===== src/rtl/ssid_pkg.sv =====
// types, codes and sizes for the sorted set table
// no dependencies
`timescale 1ns / 1ps

package ssid_pkg;

   localparam int TABLE_SIZE = 32;
   localparam int IDX_W      = $clog2(TABLE_SIZE);
   localparam int CNT_W      = $clog2(TABLE_SIZE + 1);
   localparam int VAL_W      = 31;
   localparam int POS_W      = 5;
   localparam int UC_W       = 6;

   localparam logic KIND_INSERT = 1'b0;
   localparam logic KIND_DELETE = 1'b1;

   typedef enum logic [2:0] {
      ST_INSERTED = 3'd0,
      ST_PRESENT  = 3'd1,
      ST_FULL     = 3'd2,
      ST_DELETED  = 3'd3,
      ST_NOTFOUND = 3'd4,
      ST_ZERO     = 3'd5
   } status_type;

   typedef enum logic [2:0] {
      S_IDLE,
      S_SRCH_RD,
      S_SRCH_CMP,
      S_MOVE_RD,
      S_MOVE_WR,
      S_FINISH
   } state_type;

   typedef struct packed {
      logic             kind;
      logic [VAL_W-1:0] value;
   } req_type;

   typedef struct packed {
      status_type       status;
      logic [POS_W-1:0] position;
      logic [UC_W-1:0]  used_count;
   } rsp_type;

   typedef struct packed {
      logic equal;
      logic above;
   } step_flags_type;

endpackage


===== src/rtl/ssid_ram.sv =====
// generic single write port, single read port ram with registered read
// no dependencies
`timescale 1ns / 1ps

module ssid_ram #(
   parameter int WIDTH = 8,
   parameter int DEPTH = 16
) (
   input  logic                     clock,
   input  logic                     wr_en,
   input  logic [$clog2(DEPTH)-1:0] wr_addr,
   input  logic [WIDTH-1:0]         wr_data,
   input  logic                     rd_en,
   input  logic [$clog2(DEPTH)-1:0] rd_addr,
   output logic [WIDTH-1:0]         rd_data
);

   logic [WIDTH-1:0] mem_ff [DEPTH];
   logic [WIDTH-1:0] rd_data_ff;

   always_ff @(posedge clock) begin
      if (wr_en) begin
         mem_ff[wr_addr] <= wr_data;
      end
      if (rd_en) begin
         rd_data_ff <= mem_ff[rd_addr];
      end
   end

   assign rd_data = rd_data_ff;

endmodule


===== src/rtl/ssid_step.sv =====
// shared index step and entry compare unit
// depends on ssid_pkg
`timescale 1ns / 1ps

module ssid_step (
   input  logic [ssid_pkg::CNT_W-1:0] operand,
   input  logic                       dec,
   input  logic [ssid_pkg::VAL_W-1:0] entry,
   input  logic [ssid_pkg::VAL_W-1:0] target,
   output logic [ssid_pkg::CNT_W-1:0] result,
   output ssid_pkg::step_flags_type   flags
);

   always_comb begin
      if (dec) begin
         result = operand - ssid_pkg::CNT_W'(1);
      end else begin
         result = operand + ssid_pkg::CNT_W'(1);
      end
      flags.equal = (entry == target);
      flags.above = (entry > target);
   end

endmodule


===== src/rtl/sorted_set_insert_delete.sv =====
// sorted set table top level: sequencer, index step unit and entry ram
// depends on ssid_pkg, ssid_step, ssid_ram
//
// channel   ports                      handshake
// request   req_data                   beat taken when start && !busy
// response  rsp_data                   one cycle beat on rsp_valid
//
// zero value: result in the cycle after the beat, busy stays low
// search: read then compare state per entry; one last read state at the count
// shift: read and write state per entry moved; finish writes the new or freed slot
// rsp_valid rises as busy falls; all table reads share the one ram read port
// reset is synchronous; table reads only touch slots below the count
// the receiver cannot stall, so rsp_valid lasts exactly one cycle
`timescale 1ns / 1ps

module sorted_set_insert_delete (
   input  logic              clock,
   input  logic              reset,
   input  logic              start,
   output logic              busy,
   input  ssid_pkg::req_type req_data,
   output logic              rsp_valid,
   output ssid_pkg::rsp_type rsp_data
);

   ssid_pkg::state_type            state_ff, state_in;
   logic                           kind_ff, kind_in;
   logic [ssid_pkg::VAL_W-1:0]     val_ff, val_in;
   logic [ssid_pkg::CNT_W-1:0]     idx_ff, idx_in;
   logic [ssid_pkg::CNT_W-1:0]     ptr_ff, ptr_in;
   logic [ssid_pkg::CNT_W-1:0]     src_ff, src_in;
   logic [ssid_pkg::CNT_W-1:0]     count_ff, count_in;
   logic                           rsp_valid_ff, rsp_valid_in;
   ssid_pkg::rsp_type              rsp_data_ff, rsp_data_in;

   logic                           ram_we;
   logic [ssid_pkg::IDX_W-1:0]     ram_waddr;
   logic [ssid_pkg::VAL_W-1:0]     ram_wdata;
   logic                           ram_re;
   logic [ssid_pkg::IDX_W-1:0]     ram_raddr;
   logic [ssid_pkg::VAL_W-1:0]     ram_rdata;

   logic [ssid_pkg::CNT_W-1:0]     step_op;
   logic                           step_dec;
   logic [ssid_pkg::CNT_W-1:0]     step_res;
   ssid_pkg::step_flags_type       step_flags;

   assign step_op  = (state_ff == ssid_pkg::S_MOVE_RD) ? ptr_ff : idx_ff;
   assign step_dec = (state_ff == ssid_pkg::S_MOVE_RD) && (kind_ff == ssid_pkg::KIND_INSERT);

   ssid_step u_step (
      .operand (step_op),
      .dec     (step_dec),
      .entry   (ram_rdata),
      .target  (val_ff),
      .result  (step_res),
      .flags   (step_flags)
   );

   ssid_ram #(
      .WIDTH (ssid_pkg::VAL_W),
      .DEPTH (ssid_pkg::TABLE_SIZE)
   ) u_ram (
      .clock   (clock),
      .wr_en   (ram_we),
      .wr_addr (ram_waddr),
      .wr_data (ram_wdata),
      .rd_en   (ram_re),
      .rd_addr (ram_raddr),
      .rd_data (ram_rdata)
   );

   always_ff @(posedge clock) begin
      if (reset) begin
         state_ff     <= ssid_pkg::S_IDLE;
         count_ff     <= '0;
         rsp_valid_ff <= 1'b0;
      end else begin
         state_ff     <= state_in;
         count_ff     <= count_in;
         rsp_valid_ff <= rsp_valid_in;
      end
      kind_ff     <= kind_in;
      val_ff      <= val_in;
      idx_ff      <= idx_in;
      ptr_ff      <= ptr_in;
      src_ff      <= src_in;
      rsp_data_ff <= rsp_data_in;
   end

   always_comb begin
      state_in     = state_ff;
      kind_in      = kind_ff;
      val_in       = val_ff;
      idx_in       = idx_ff;
      ptr_in       = ptr_ff;
      src_in       = src_ff;
      count_in     = count_ff;
      rsp_valid_in = 1'b0;
      rsp_data_in  = rsp_data_ff;
      ram_we       = 1'b0;
      ram_waddr    = ptr_ff[ssid_pkg::IDX_W-1:0];
      ram_wdata    = ram_rdata;
      ram_re       = 1'b0;
      ram_raddr    = idx_ff[ssid_pkg::IDX_W-1:0];

      rsp_data_in.used_count = ssid_pkg::UC_W'(count_ff);
      rsp_data_in.position   = '0;

      case (state_ff)
         ssid_pkg::S_IDLE: begin
            rsp_data_in = rsp_data_ff;
            if (start) begin
               kind_in = req_data.kind;
               val_in  = req_data.value;
               idx_in  = '0;
               if (req_data.value == '0) begin
                  rsp_valid_in           = 1'b1;
                  rsp_data_in.status     = ssid_pkg::ST_ZERO;
                  rsp_data_in.position   = '0;
                  rsp_data_in.used_count = ssid_pkg::UC_W'(count_ff);
               end else begin
                  state_in = ssid_pkg::S_SRCH_RD;
               end
            end
         end

         ssid_pkg::S_SRCH_RD: begin
            if (idx_ff == count_ff) begin
               // absent, slot is the count
               if (kind_ff == ssid_pkg::KIND_DELETE) begin
                  rsp_valid_in       = 1'b1;
                  rsp_data_in.status = ssid_pkg::ST_NOTFOUND;
                  state_in           = ssid_pkg::S_IDLE;
               end else if (count_ff == ssid_pkg::CNT_W'(ssid_pkg::TABLE_SIZE)) begin
                  rsp_valid_in       = 1'b1;
                  rsp_data_in.status = ssid_pkg::ST_FULL;
                  state_in           = ssid_pkg::S_IDLE;
               end else begin
                  ptr_in   = count_ff;
                  state_in = ssid_pkg::S_MOVE_RD;
               end
            end else begin
               ram_re   = 1'b1;
               state_in = ssid_pkg::S_SRCH_CMP;
            end
         end

         ssid_pkg::S_SRCH_CMP: begin
            if (step_flags.equal) begin
               if (kind_ff == ssid_pkg::KIND_INSERT) begin
                  rsp_valid_in         = 1'b1;
                  rsp_data_in.status   = ssid_pkg::ST_PRESENT;
                  rsp_data_in.position = ssid_pkg::POS_W'(idx_ff);
                  state_in             = ssid_pkg::S_IDLE;
               end else begin
                  ptr_in   = idx_ff;
                  state_in = ssid_pkg::S_MOVE_RD;
               end
            end else if (step_flags.above) begin
               // sorted table: value absent, slot found
               if (kind_ff == ssid_pkg::KIND_DELETE) begin
                  rsp_valid_in       = 1'b1;
                  rsp_data_in.status = ssid_pkg::ST_NOTFOUND;
                  state_in           = ssid_pkg::S_IDLE;
               end else if (count_ff == ssid_pkg::CNT_W'(ssid_pkg::TABLE_SIZE)) begin
                  rsp_valid_in       = 1'b1;
                  rsp_data_in.status = ssid_pkg::ST_FULL;
                  state_in           = ssid_pkg::S_IDLE;
               end else begin
                  ptr_in   = count_ff;
                  state_in = ssid_pkg::S_MOVE_RD;
               end
            end else begin
               idx_in   = step_res;
               state_in = ssid_pkg::S_SRCH_RD;
            end
         end

         ssid_pkg::S_MOVE_RD: begin
            ram_raddr = step_res[ssid_pkg::IDX_W-1:0];
            src_in    = step_res;
            if (kind_ff == ssid_pkg::KIND_INSERT) begin
               if (ptr_ff == idx_ff) begin
                  state_in = ssid_pkg::S_FINISH;
               end else begin
                  ram_re   = 1'b1;
                  state_in = ssid_pkg::S_MOVE_WR;
               end
            end else begin
               if (step_res == count_ff) begin
                  state_in = ssid_pkg::S_FINISH;
               end else begin
                  ram_re   = 1'b1;
                  state_in = ssid_pkg::S_MOVE_WR;
               end
            end
         end

         ssid_pkg::S_MOVE_WR: begin
            ram_we   = 1'b1;
            ptr_in   = src_ff;
            state_in = ssid_pkg::S_MOVE_RD;
         end

         ssid_pkg::S_FINISH: begin
            ram_we               = 1'b1;
            rsp_valid_in         = 1'b1;
            rsp_data_in.position = ssid_pkg::POS_W'(idx_ff);
            state_in             = ssid_pkg::S_IDLE;
            if (kind_ff == ssid_pkg::KIND_INSERT) begin
               ram_wdata              = val_ff;
               count_in               = count_ff + ssid_pkg::CNT_W'(1);
               rsp_data_in.status     = ssid_pkg::ST_INSERTED;
               rsp_data_in.used_count = ssid_pkg::UC_W'(count_ff + ssid_pkg::CNT_W'(1));
            end else begin
               ram_wdata              = '0;
               count_in               = count_ff - ssid_pkg::CNT_W'(1);
               rsp_data_in.status     = ssid_pkg::ST_DELETED;
               rsp_data_in.used_count = ssid_pkg::UC_W'(count_ff - ssid_pkg::CNT_W'(1));
            end
         end

         default: begin
            state_in = ssid_pkg::S_IDLE;
         end
      endcase
   end

   assign busy      = (state_ff != ssid_pkg::S_IDLE);
   assign rsp_valid = rsp_valid_ff;
   assign rsp_data  = rsp_data_ff;

endmodule


===== config.mk =====
export PLATFORM = sky130hd
export DESIGN_NAME = sorted_set_insert_delete
export DESIGN_NICKNAME = d
export VERILOG_FILES = /design/src/rtl/ssid_pkg.sv /design/src/rtl/ssid_ram.sv /design/src/rtl/ssid_step.sv /design/src/rtl/sorted_set_insert_delete.sv
export SDC_FILE = /design/constraint.sdc
export NUM_CORES = 1
export LEC_CHECK = 0
export ABC_AREA = 1
export BUFFER_PORTS_ARGS = -buffer_cell sky130_fd_sc_hd__buf_4
export CAP_MARGIN = 20
export CORE_MARGIN = 4
export CORE_UTILIZATION = 40
export DETAILED_ROUTE_END_ITERATION = 12
export PLACE_DENSITY_LB_ADDON = 0.1
export SLEW_MARGIN = 20
export SYNTH_ARGS = -nofsm -noshare
export SYNTH_HDL_FRONTEND = slang
export SYNTH_HIERARCHICAL = 1
export SYNTH_SLANG_ARGS = --single-unit

===== constraint.sdc =====
create_clock -name clock -period 6 [get_ports clock]
set_input_delay 1.2 -clock clock [delete_from_list [all_inputs] [get_ports clock]]
set_output_delay 1.2 -clock clock [all_outputs]
set_load 0.03 [all_outputs]

==> results.txt, run 1 <==
----------------------------------------------------
[Clock network]
  CTS sink count ... 1097
  Root cell of the clock tree ... sky130_fd_sc_hd__clkbuf_16
  CTS tree ... yes
  Worst-case clock buffer depth ... 3
  Post-CTS repair timing setup buffer count ... 0
  Clock slew at reported path FFs ... 60 ps
  Post-cts repair resize count ... 0
  Clock latency reported for the late side of the worst-skew pair ... 720 ps
  Clock H-tree levels ... 3
  Inserted Clock Buffers ... 116
  Number of buffers inserted for hold repair after clock tree synthesis ... 0

[Worst setup path]
  Crit path capture type ... flip-flop
  Worst path max stage delay ... 570 ps
  Arr. time, crit path ... 5220 ps
  Required time at the endpoint of the critical path ... 6570 ps
  R2R Path Start ... state_ff[0]$_SDFFE_PP0P_
  Top Family by Delay on Critical Path ... buffers and inverters
  Max FO, Critical Path ... 94
  Startpoint kind of the worst setup timing path ... flip-flop
  Buffer and inverter count on the worst path ... 6
  Cell breakdown of the critical path ... inv_1 -> nor3_4 -> inv_2 -> nor2_1 -> inv_1 -> fa_1 -> xnor2_1 -> inv_1 -> o21ai_4 -> buf_12 -> buf_12 -> nand3_1 -> nand2_1 -> nand2_1 -> nand2_1 -> nand2_1 -> nand2_1
  Depth of the most critical reg-to-reg path ... 17
  Class of the most critical setup path ... flip-flop to flip-flop
  Most Frequent Cell on Critical Path ... sky130_fd_sc_hd__nand2_1
  Library cell contributing the largest single delay on the critical path ... sky130_fd_sc_hd__buf_12
  Slack of the worst reg-to-reg path ... 1340 ps
  Endpoint of the lowest-slack register-to-register path ... u_ram/rd_data[10]$_DFFE_PP_

[Layout]
  Antenna Diode Count ... 0
  Commonest cells after routing, fill and taps aside ... sky130_fd_sc_hd__nand2_1, sky130_fd_sc_hd__edfxtp_1, sky130_fd_sc_hd__nand3_1, sky130_fd_sc_hd__clkbuf_16, sky130_fd_sc_hd__buf_4
  Fraction of final layout cells sized beyond drive strength 1 ... 9.25%
  Nets@finish ... 4210
  Most common cell after layout, fill and taps aside ... sky130_fd_sc_hd__nand2_1
  Growth of design area from synthesis to finish ... 13.7%
  Final std cell area, no fill ... 0.0524 mm2
  Utilization after layout ... 45.9%

[Global routing]
  Maximum number of pins on one net before global-route repair ... 175
  Via count of the first global-routing pass ... 29291
  Wire length of the first global-routing pass ... 208 mm
  Total global-route track usage ... 23.3%
  Initial antenna violation count ... 0
  Global route total overflow ... 0

[Outcome]
  Status ... finished, final reports clean

[Synth]
  #FFs+latches synth ... 1097
  Cell type with the highest aggregate area in the netlist ... sky130_fd_sc_hd__edfxtp_1
  Count of cell types in the netlist ... 38
  Post-Synthesis Cells ... 4095
  Synthesized area ... 0.0461 mm2
  Post-Syn Nets ... 4171
  Top cells by area in the synthesized netlist ... sky130_fd_sc_hd__edfxtp_1, sky130_fd_sc_hd__nand2_1, sky130_fd_sc_hd__nand3_1
  Top-area cell type share of the netlist area ... 70.8%
  Yosys warning total ... 6
  Sequential fraction of the synthesis area ... 71.2%
  Mean Syn Cell Area ... 11.3 um2

[Detailed routing]
  Remaining DRCs ... 0
  Antenna Nets Post-Route ... 0
  Total wire length ... 143 mm
  Via count of the routed design ... 30837
  Routed len/inst ... 24.9 um
  Average vias per placed instance ... 5.37
  Number of iterations in the first detailed-routing pass ... 5
  First-iteration detailed-routing DRC count ... 2936

[Die]
  Number of core rows ... 124
  Starting Density ... 40.3%
  Die extent in y ... 348 um
  I/O pins ... 51
  Die width ... 348 um
  Std-Cell Core Area ... 0.114 mm2
  Die Outline Area ... 0.121 mm2

[Min path]
  Tightest Hold Check Type ... flip-flop to flip-flop
  Cell count of the worst hold path ... 2
  Startpoint of the worst hold path ... count_ff[5]$_SDFFE_PP0P_
  Hold worst-path end ... count_ff[5]$_SDFFE_PP0P_

[Placed design]
  Gp weighted congestion ... 0.836
  Count of buffers inserted at the top-level ports ... 50
  Placed cell area ... 0.0486 mm2
  Hpwl dp ... 78.2 mm

[Timing]
  Final setup violating endpoints ... 0
  Clock tree skew after final layout ... 27.0 ps
  Maximum clock rate ... 215 MHz
  Worst Tran Pin Value ... 1070 ps
  Min Tclk post-route ... 4660 ps
  Unrepaired setup endpoints after global routing ... no
  Post-route setup TNS ... 0 ps
  Final worst path period share ... 77.6%
  Hold violation count in the final report ... 0
  Worst slew margin ... 28.4%
  Final Max Tran Viols ... 0

[Pwr]
  Worst IR drop on VDD ... 564 uV
  Power density cells ... 522 mW/mm2
  Cell leakage power ... 0.0195 uW

[Run]
  Max-capacitance violation count ... 0

----------------------------------------------------
[flip-flops by register name, indices dropped and copies added (netlist names)]
| register | flops |
|---|---|
| u_ram/rd_data | 31 |
| u_ram/mem_ff | 992 |
| src_ff | 6 |
| rsp_valid | 1 |
| ptr_ff | 6 |
| idx_ff | 6 |
| rsp_data | 14 |
| state_ff | 3 |
| kind_ff | 1 |
| val_ff | 31 |
| count_ff | 6 |
[layer usage]
metal / vias up / GRT usage (%) / routed length [um]
li1: 14239 / - / -
met1: 15503 / 33.0 / 63600
met2: 885 / 37.7 / 67300
met3: 210 / 3.59 / 8360
met4: 0 / 6.30 / 3820
met5: - / 0 / 0
[Yosys cell counts]
cell                        number
sky130_fd_sc_hd__a21oi_1        24
sky130_fd_sc_hd__buf_6           1
sky130_fd_sc_hd__nand2_2         4
sky130_fd_sc_hd__edfxtp_1     1087
sky130_fd_sc_hd__nand3b_1        2
sky130_fd_sc_hd__nand2_1      1607
sky130_fd_sc_hd__o21ai_1         6
sky130_fd_sc_hd__nor3_1          2
sky130_fd_sc_hd__inv_2          11
sky130_fd_sc_hd__nor2_1        102
sky130_fd_sc_hd__a22oi_1         6
sky130_fd_sc_hd__dfxtp_1        10
sky130_fd_sc_hd__xor2_1          7
sky130_fd_sc_hd__and3_1          1
sky130_fd_sc_hd__o211ai_1        5
sky130_fd_sc_hd__a221oi_1        1
sky130_fd_sc_hd__o2111ai_1       1
sky130_fd_sc_hd__clkbuf_1       31
sky130_fd_sc_hd__nor3_2          1
sky130_fd_sc_hd__and2_1          1
sky130_fd_sc_hd__buf_2         131
sky130_fd_sc_hd__nand4_1         6
sky130_fd_sc_hd__buf_1          22
sky130_fd_sc_hd__buf_4          41
sky130_fd_sc_hd__xnor2_1         7
sky130_fd_sc_hd__a21o_1          2
sky130_fd_sc_hd__nor3_4          1
sky130_fd_sc_hd__inv_1         103
sky130_fd_sc_hd__o22ai_1         1
sky130_fd_sc_hd__fa_1            2
sky130_fd_sc_hd__nand3_1       799
sky130_fd_sc_hd__o21ai_0        18
sky130_fd_sc_hd__ha_1           39
sky130_fd_sc_hd__a211oi_1        4
sky130_fd_sc_hd__nor2_2          3
sky130_fd_sc_hd__nand3_2         2
sky130_fd_sc_hd__a21oi_2         2
sky130_fd_sc_hd__nor2_4          2
[report_power, final]
group,leakage [uW],internal (uW),switching (uW)
Combinational,0.00776,2570,7300
Clock,0.00184,4140,3020
Sequential,0.00991,9990,364
Total,0.0195,16700,10700
[cells by family (layout without fill, tap and decap cells)]
group / count (synthesis) / count (layout) / synth area share (%)
AO/OA/AOI/OAI: 70 / 70 / 0.887
XOR/XNOR: 14 / 14 / 0.266
adder cells (fa/ha/maj): 41 / 41 / 1.15
buffers and inverters: 340 / 473 / 3.47
flip-flops: 1097 / 1097 / 71.2
AND/OR/NAND/NOR: 2533 / 2533 / 23.0
[per-stage QoR]
step	hold slack, ps	power (uW)	std cells	setup WS (ps)
final	555	27400	5740	1340
after global routing	600	29000	5740	1060
after CTS	559	27600	5733	1370
after detailed placement	550	20400	5521	1370
after global placement	542	20400	5515	1420
after floorplan	504	16800	4095	713
[worst max-delay path by stage]
stage	endpoint	cells past startpoint	startpoint
final	u_ram/rd_data[10]$_DFFE_PP_	17	state_ff[0]$_SDFFE_PP0P_
after global routing	u_ram/rd_data[6]$_DFFE_PP_	18	state_ff[0]$_SDFFE_PP0P_
after CTS	u_ram/rd_data[12]$_DFFE_PP_	18	state_ff[0]$_SDFFE_PP0P_
after detailed placement	u_ram/rd_data[12]$_DFFE_PP_	18	state_ff[0]$_SDFFE_PP0P_
after global placement	u_ram/rd_data[12]$_DFFE_PP_	18	state_ff[0]$_SDFFE_PP0P_
after floorplan	u_ram/rd_data[0]$_DFFE_PP_	18	state_ff[0]$_SDFFE_PP0P_
[worst register-to-register path: stages (launching register included)]
cell and delay, ps:
sky130_fd_sc_hd__dfxtp_1 380, sky130_fd_sc_hd__inv_1 110, sky130_fd_sc_hd__nor3_4 490, sky130_fd_sc_hd__inv_2 340, sky130_fd_sc_hd__nor2_1 480, sky130_fd_sc_hd__inv_1 120
sky130_fd_sc_hd__fa_1 430, sky130_fd_sc_hd__xnor2_1 290, sky130_fd_sc_hd__inv_1 160, sky130_fd_sc_hd__o21ai_4 260, sky130_fd_sc_hd__buf_12 570, sky130_fd_sc_hd__buf_12 370
sky130_fd_sc_hd__nand3_1 140, sky130_fd_sc_hd__nand2_1 80, sky130_fd_sc_hd__nand2_1 50, sky130_fd_sc_hd__nand2_1 110, sky130_fd_sc_hd__nand2_1 50, sky130_fd_sc_hd__nand2_1 80
[area by class of cell]
class	count	area [um2]
Clock inverter	72	677
Tap cell	1512	1890
Clock buffer	140	3080
Sequential cell	1097	32800
Multi-Input combinational cell	2658	12000
Fill cell	10545	61900
Timing Repair Buffer	147	1500
Inverter	114	449
(Power assumes the default switching activity.)
==> inputs of run 2 (changes only) <==
==> constraint.sdc (replaced) <==
create_clock -name clock -period 4.6 [get_ports clock]
set_input_delay 0.92 -clock clock [delete_from_list [all_inputs] [get_ports clock]]
set_output_delay 0.92 -clock clock [all_outputs]
set_load 0.03 [all_outputs]
==> run 2 against run 1 <==
Compared with the run above: utilization is essentially flat; cell count grew 0.21%; first-iteration DRC count shrank 11%; register-to-register slack lost 770 ps; die area is the same; total power grew 30%; clock skew grew 1.1 ps; combinational power grew 32%; flip-flop and latch count is the same; via count shrank 0.15%; setup slack lost 770 ps; highest routed layer unchanged; non-clock buffer count grew 8.
==> results.txt, run 2 (synthesis gave the netlist of run 1 again) <==
----------------------------------------------------
[Placed design]
  Gp weighted congestion ... 0.853 (+2.1%)
  Hpwl dp ... 77.5 mm (-0.93%)
  Count of buffers inserted at the top-level ports ... 50 (unchanged)

[Clock network]
  Root cell of the clock tree ... sky130_fd_sc_hd__clkbuf_16
  Clock latency reported for the late side of the worst-skew pair ... 730 ps (about the same)
  Post-CTS repair timing setup buffer count ... 0 (unchanged)
  Worst-case clock buffer depth ... 3 (unchanged)
  Post-cts repair resize count ... 0 (unchanged)
  CTS sink count ... 1097 (unchanged)
  Clock slew at reported path FFs ... 60 ps (about the same)
  Clock H-tree levels ... 3 (unchanged)
  Number of buffers inserted for hold repair after clock tree synthesis ... 0 (unchanged)
  Inserted Clock Buffers ... 118 (+1.7%)
  CTS tree ... yes

[Run]
  Max-capacitance violation count ... 0 (unchanged)

[Die]
  Die Outline Area ... 0.121 mm2 (unchanged)
  Number of core rows ... 124 (unchanged)
  Starting Density ... 40.3% (unchanged)
  Std-Cell Core Area ... 0.114 mm2 (unchanged)
  Die extent in y ... 348 um (unchanged)
  Die width ... 348 um (unchanged)
  I/O pins ... 51 (unchanged)

[Layout]
  Commonest cells after routing, fill and taps aside ... sky130_fd_sc_hd__nand2_1, sky130_fd_sc_hd__edfxtp_1, sky130_fd_sc_hd__nand3_1, sky130_fd_sc_hd__clkbuf_16, sky130_fd_sc_hd__buf_4
  Number of fill cells in the layout ... 10453 (-0.87%)
  Most common cell after layout, fill and taps aside ... sky130_fd_sc_hd__nand2_1
  Antenna Diode Count ... 0 (unchanged)
  Multi-input gate area in the final layout ... 0.0120 mm2 (unchanged)
  Fraction of final layout cells sized beyond drive strength 1 ... 9.17% (-0.073 points)
  Growth of design area from synthesis to finish ... 13.8% (about the same)
  Storage cell area ... 0.0328 mm2 (unchanged)
  Nets@finish ... 4220 (+0.24%)
  Max FFs per register ... 992 (unchanged)
  Largest register by flop count ... u_ram/mem_ff

[Global routing]
  Total global-route track usage ... 23.2% (-0.16 points)
  Maximum number of pins on one net before global-route repair ... 143 (-18%)
  Via count of the first global-routing pass ... 29172 (-0.41%)
  Global route total overflow ... 0 (unchanged)
  Wire length of the first global-routing pass ... 206 mm (-1.0%)
  Initial antenna violation count ... 1 (+1)

[Worst setup path]
  Crit path capture type ... flip-flop
  Endpoint of the lowest-slack register-to-register path ... u_ram/rd_data[11]$_DFFE_PP_
  Arr. time, crit path ... 4500 ps (-720 ps)
  R2R Path Start ... state_ff[2]$_SDFFE_PP0P_
  Startpoint kind of the worst setup timing path ... flip-flop
  Library cell contributing the largest single delay on the critical path ... sky130_fd_sc_hd__fa_1
  Slack of the worst reg-to-reg path ... 580 ps (-770 ps)
  Max FO, Critical Path ... 55 (-41%)
  Worst path max stage delay ... 490 ps (-80 ps)
  Depth of the most critical reg-to-reg path ... 17 (unchanged)
  Top Family by Delay on Critical Path ... buffers and inverters
  Most Frequent Cell on Critical Path ... sky130_fd_sc_hd__nand2_1
  Required time at the endpoint of the critical path ... 5080 ps (-1490 ps)
  Buffer and inverter count on the worst path ... 5 (-1)
  Class of the most critical setup path ... flip-flop to flip-flop
  Cell breakdown of the critical path ... nor3_4 -> inv_2 -> nand2_1 -> o21ai_0 -> inv_1 -> fa_1 -> xnor2_1 -> inv_1 -> o21ai_4 -> inv_6 -> buf_12 -> nand3_1 -> nand2_1 -> nand2_1 -> nand2_1 -> nand2_1 -> nand2_1

[Timing]
  Worst Tran Pin Value ... 1060 ps (-15.6 ps)
  Final worst path period share ... 87.5% (+9.9 points)
  Worst slew margin ... 29.3% (+0.87 points)
  Hold violation count in the final report ... 0 (unchanged)
  Post-route setup TNS ... 0 ps (unchanged)
  Final setup violating endpoints ... 0 (unchanged)
  Clock tree skew after final layout ... 28.1 ps (+1.15 ps)
  Final Max Tran Viols ... 0 (unchanged)
  Min Tclk post-route ... 4020 ps (-633 ps)
  Unrepaired setup endpoints after global routing ... no
  Maximum clock rate ... 249 MHz (+16%)

[Outcome]
  Status ... finished, final reports clean

[Min path]
  Tightest Hold Check Type ... primary input to flip-flop
  Hold worst-path end ... val_ff[21]$_DFFE_PP_
  Startpoint of the worst hold path ... req_data[21]
  Cell count of the worst hold path ... 1 (-1)

[Detailed routing]
  Remaining DRCs ... 0 (unchanged)
  First-iteration detailed-routing DRC count ... 2612 (-11%)
  Routed len/inst ... 24.7 um (-0.83%)
  Via count of the routed design ... 30790 (-0.15%)
  Antenna Nets Post-Route ... 0 (unchanged)
  Total wire length ... 142 mm (-0.62%)
  Average vias per placed instance ... 5.35 (-0.36%)
  Number of iterations in the first detailed-routing pass ... 7 (+2)

[Pwr]
  Power after layout ... 35500 uW (+30%)
  Cell leakage power ... 0.0195 uW (about the same)
  Worst IR drop on VDD ... 546 uV (-3.2%)
  Power density cells ... 677 mW/mm2 (+30%)

----------------------------------------------------
## run 2: routing by layer
metal	part of all wire, %	vias up	global-route usage [%]
li1	-	14258	-
met3	6.4	225	3.95
met2	47	967	37.0
met1	43	15340	32.1
met4	3.9	0	8.27
met5	0	-	0
## run 2: worst max-delay path by stage
stage / startpoint / cells after the start / end / slack, ps
3_5_place_dp: state_ff[2]$_SDFFE_PP0P_ / 17 / u_ram/rd_data[11]$_DFFE_PP_ / 630
2_1_floorplan: state_ff[0]$_SDFFE_PP0P_ / 18 / u_ram/rd_data[0]$_DFFE_PP_ / 150
5_1_grt: state_ff[2]$_SDFFE_PP0P_ / 17 / u_ram/rd_data[11]$_DFFE_PP_ / 320
3_3_place_gp: state_ff[2]$_SDFFE_PP0P_ / 17 / u_ram/rd_data[11]$_DFFE_PP_ / 740
4_1_cts: state_ff[2]$_SDFFE_PP0P_ / 17 / u_ram/rd_data[11]$_DFFE_PP_ / 610
6_report: state_ff[2]$_SDFFE_PP0P_ / 17 / u_ram/rd_data[11]$_DFFE_PP_ / 580
## run 2: area by class of cell
cell class,count,share of cell area (%)
Clock buffer,142,5.92
Clock inverter,74,1.04
Multi-Input combinational cell,2658,22.9
Timing Repair Buffer,155,3.14
Inverter,114,0.856
Sequential cell,1097,62.6
Tap cell,1512,3.60
## run 2: stage by stage
stage / setup WS [ps] / cell area, um2 / utilization, % / hold slack [ps] / cells
4_1_cts: 609 / 52400 / 45.8 / 341 / 5747
3_5_place_dp: 629 / 48700 / 42.6 / 549 / 5531
6_report: 577 / 52500 / 45.9 / 393 / 5752
2_1_floorplan: 149 / 46100 / - / 504 / 4095
3_3_place_gp: 736 / 48700 / 42.6 / 543 / 5530
5_1_grt: 318 / 52500 / 45.9 / 361 / 5752
## run 2: power by group
group          switching [uW]  internal (uW)
logic                    9520           3430
registers                 480          13000
clock network            3940           5110
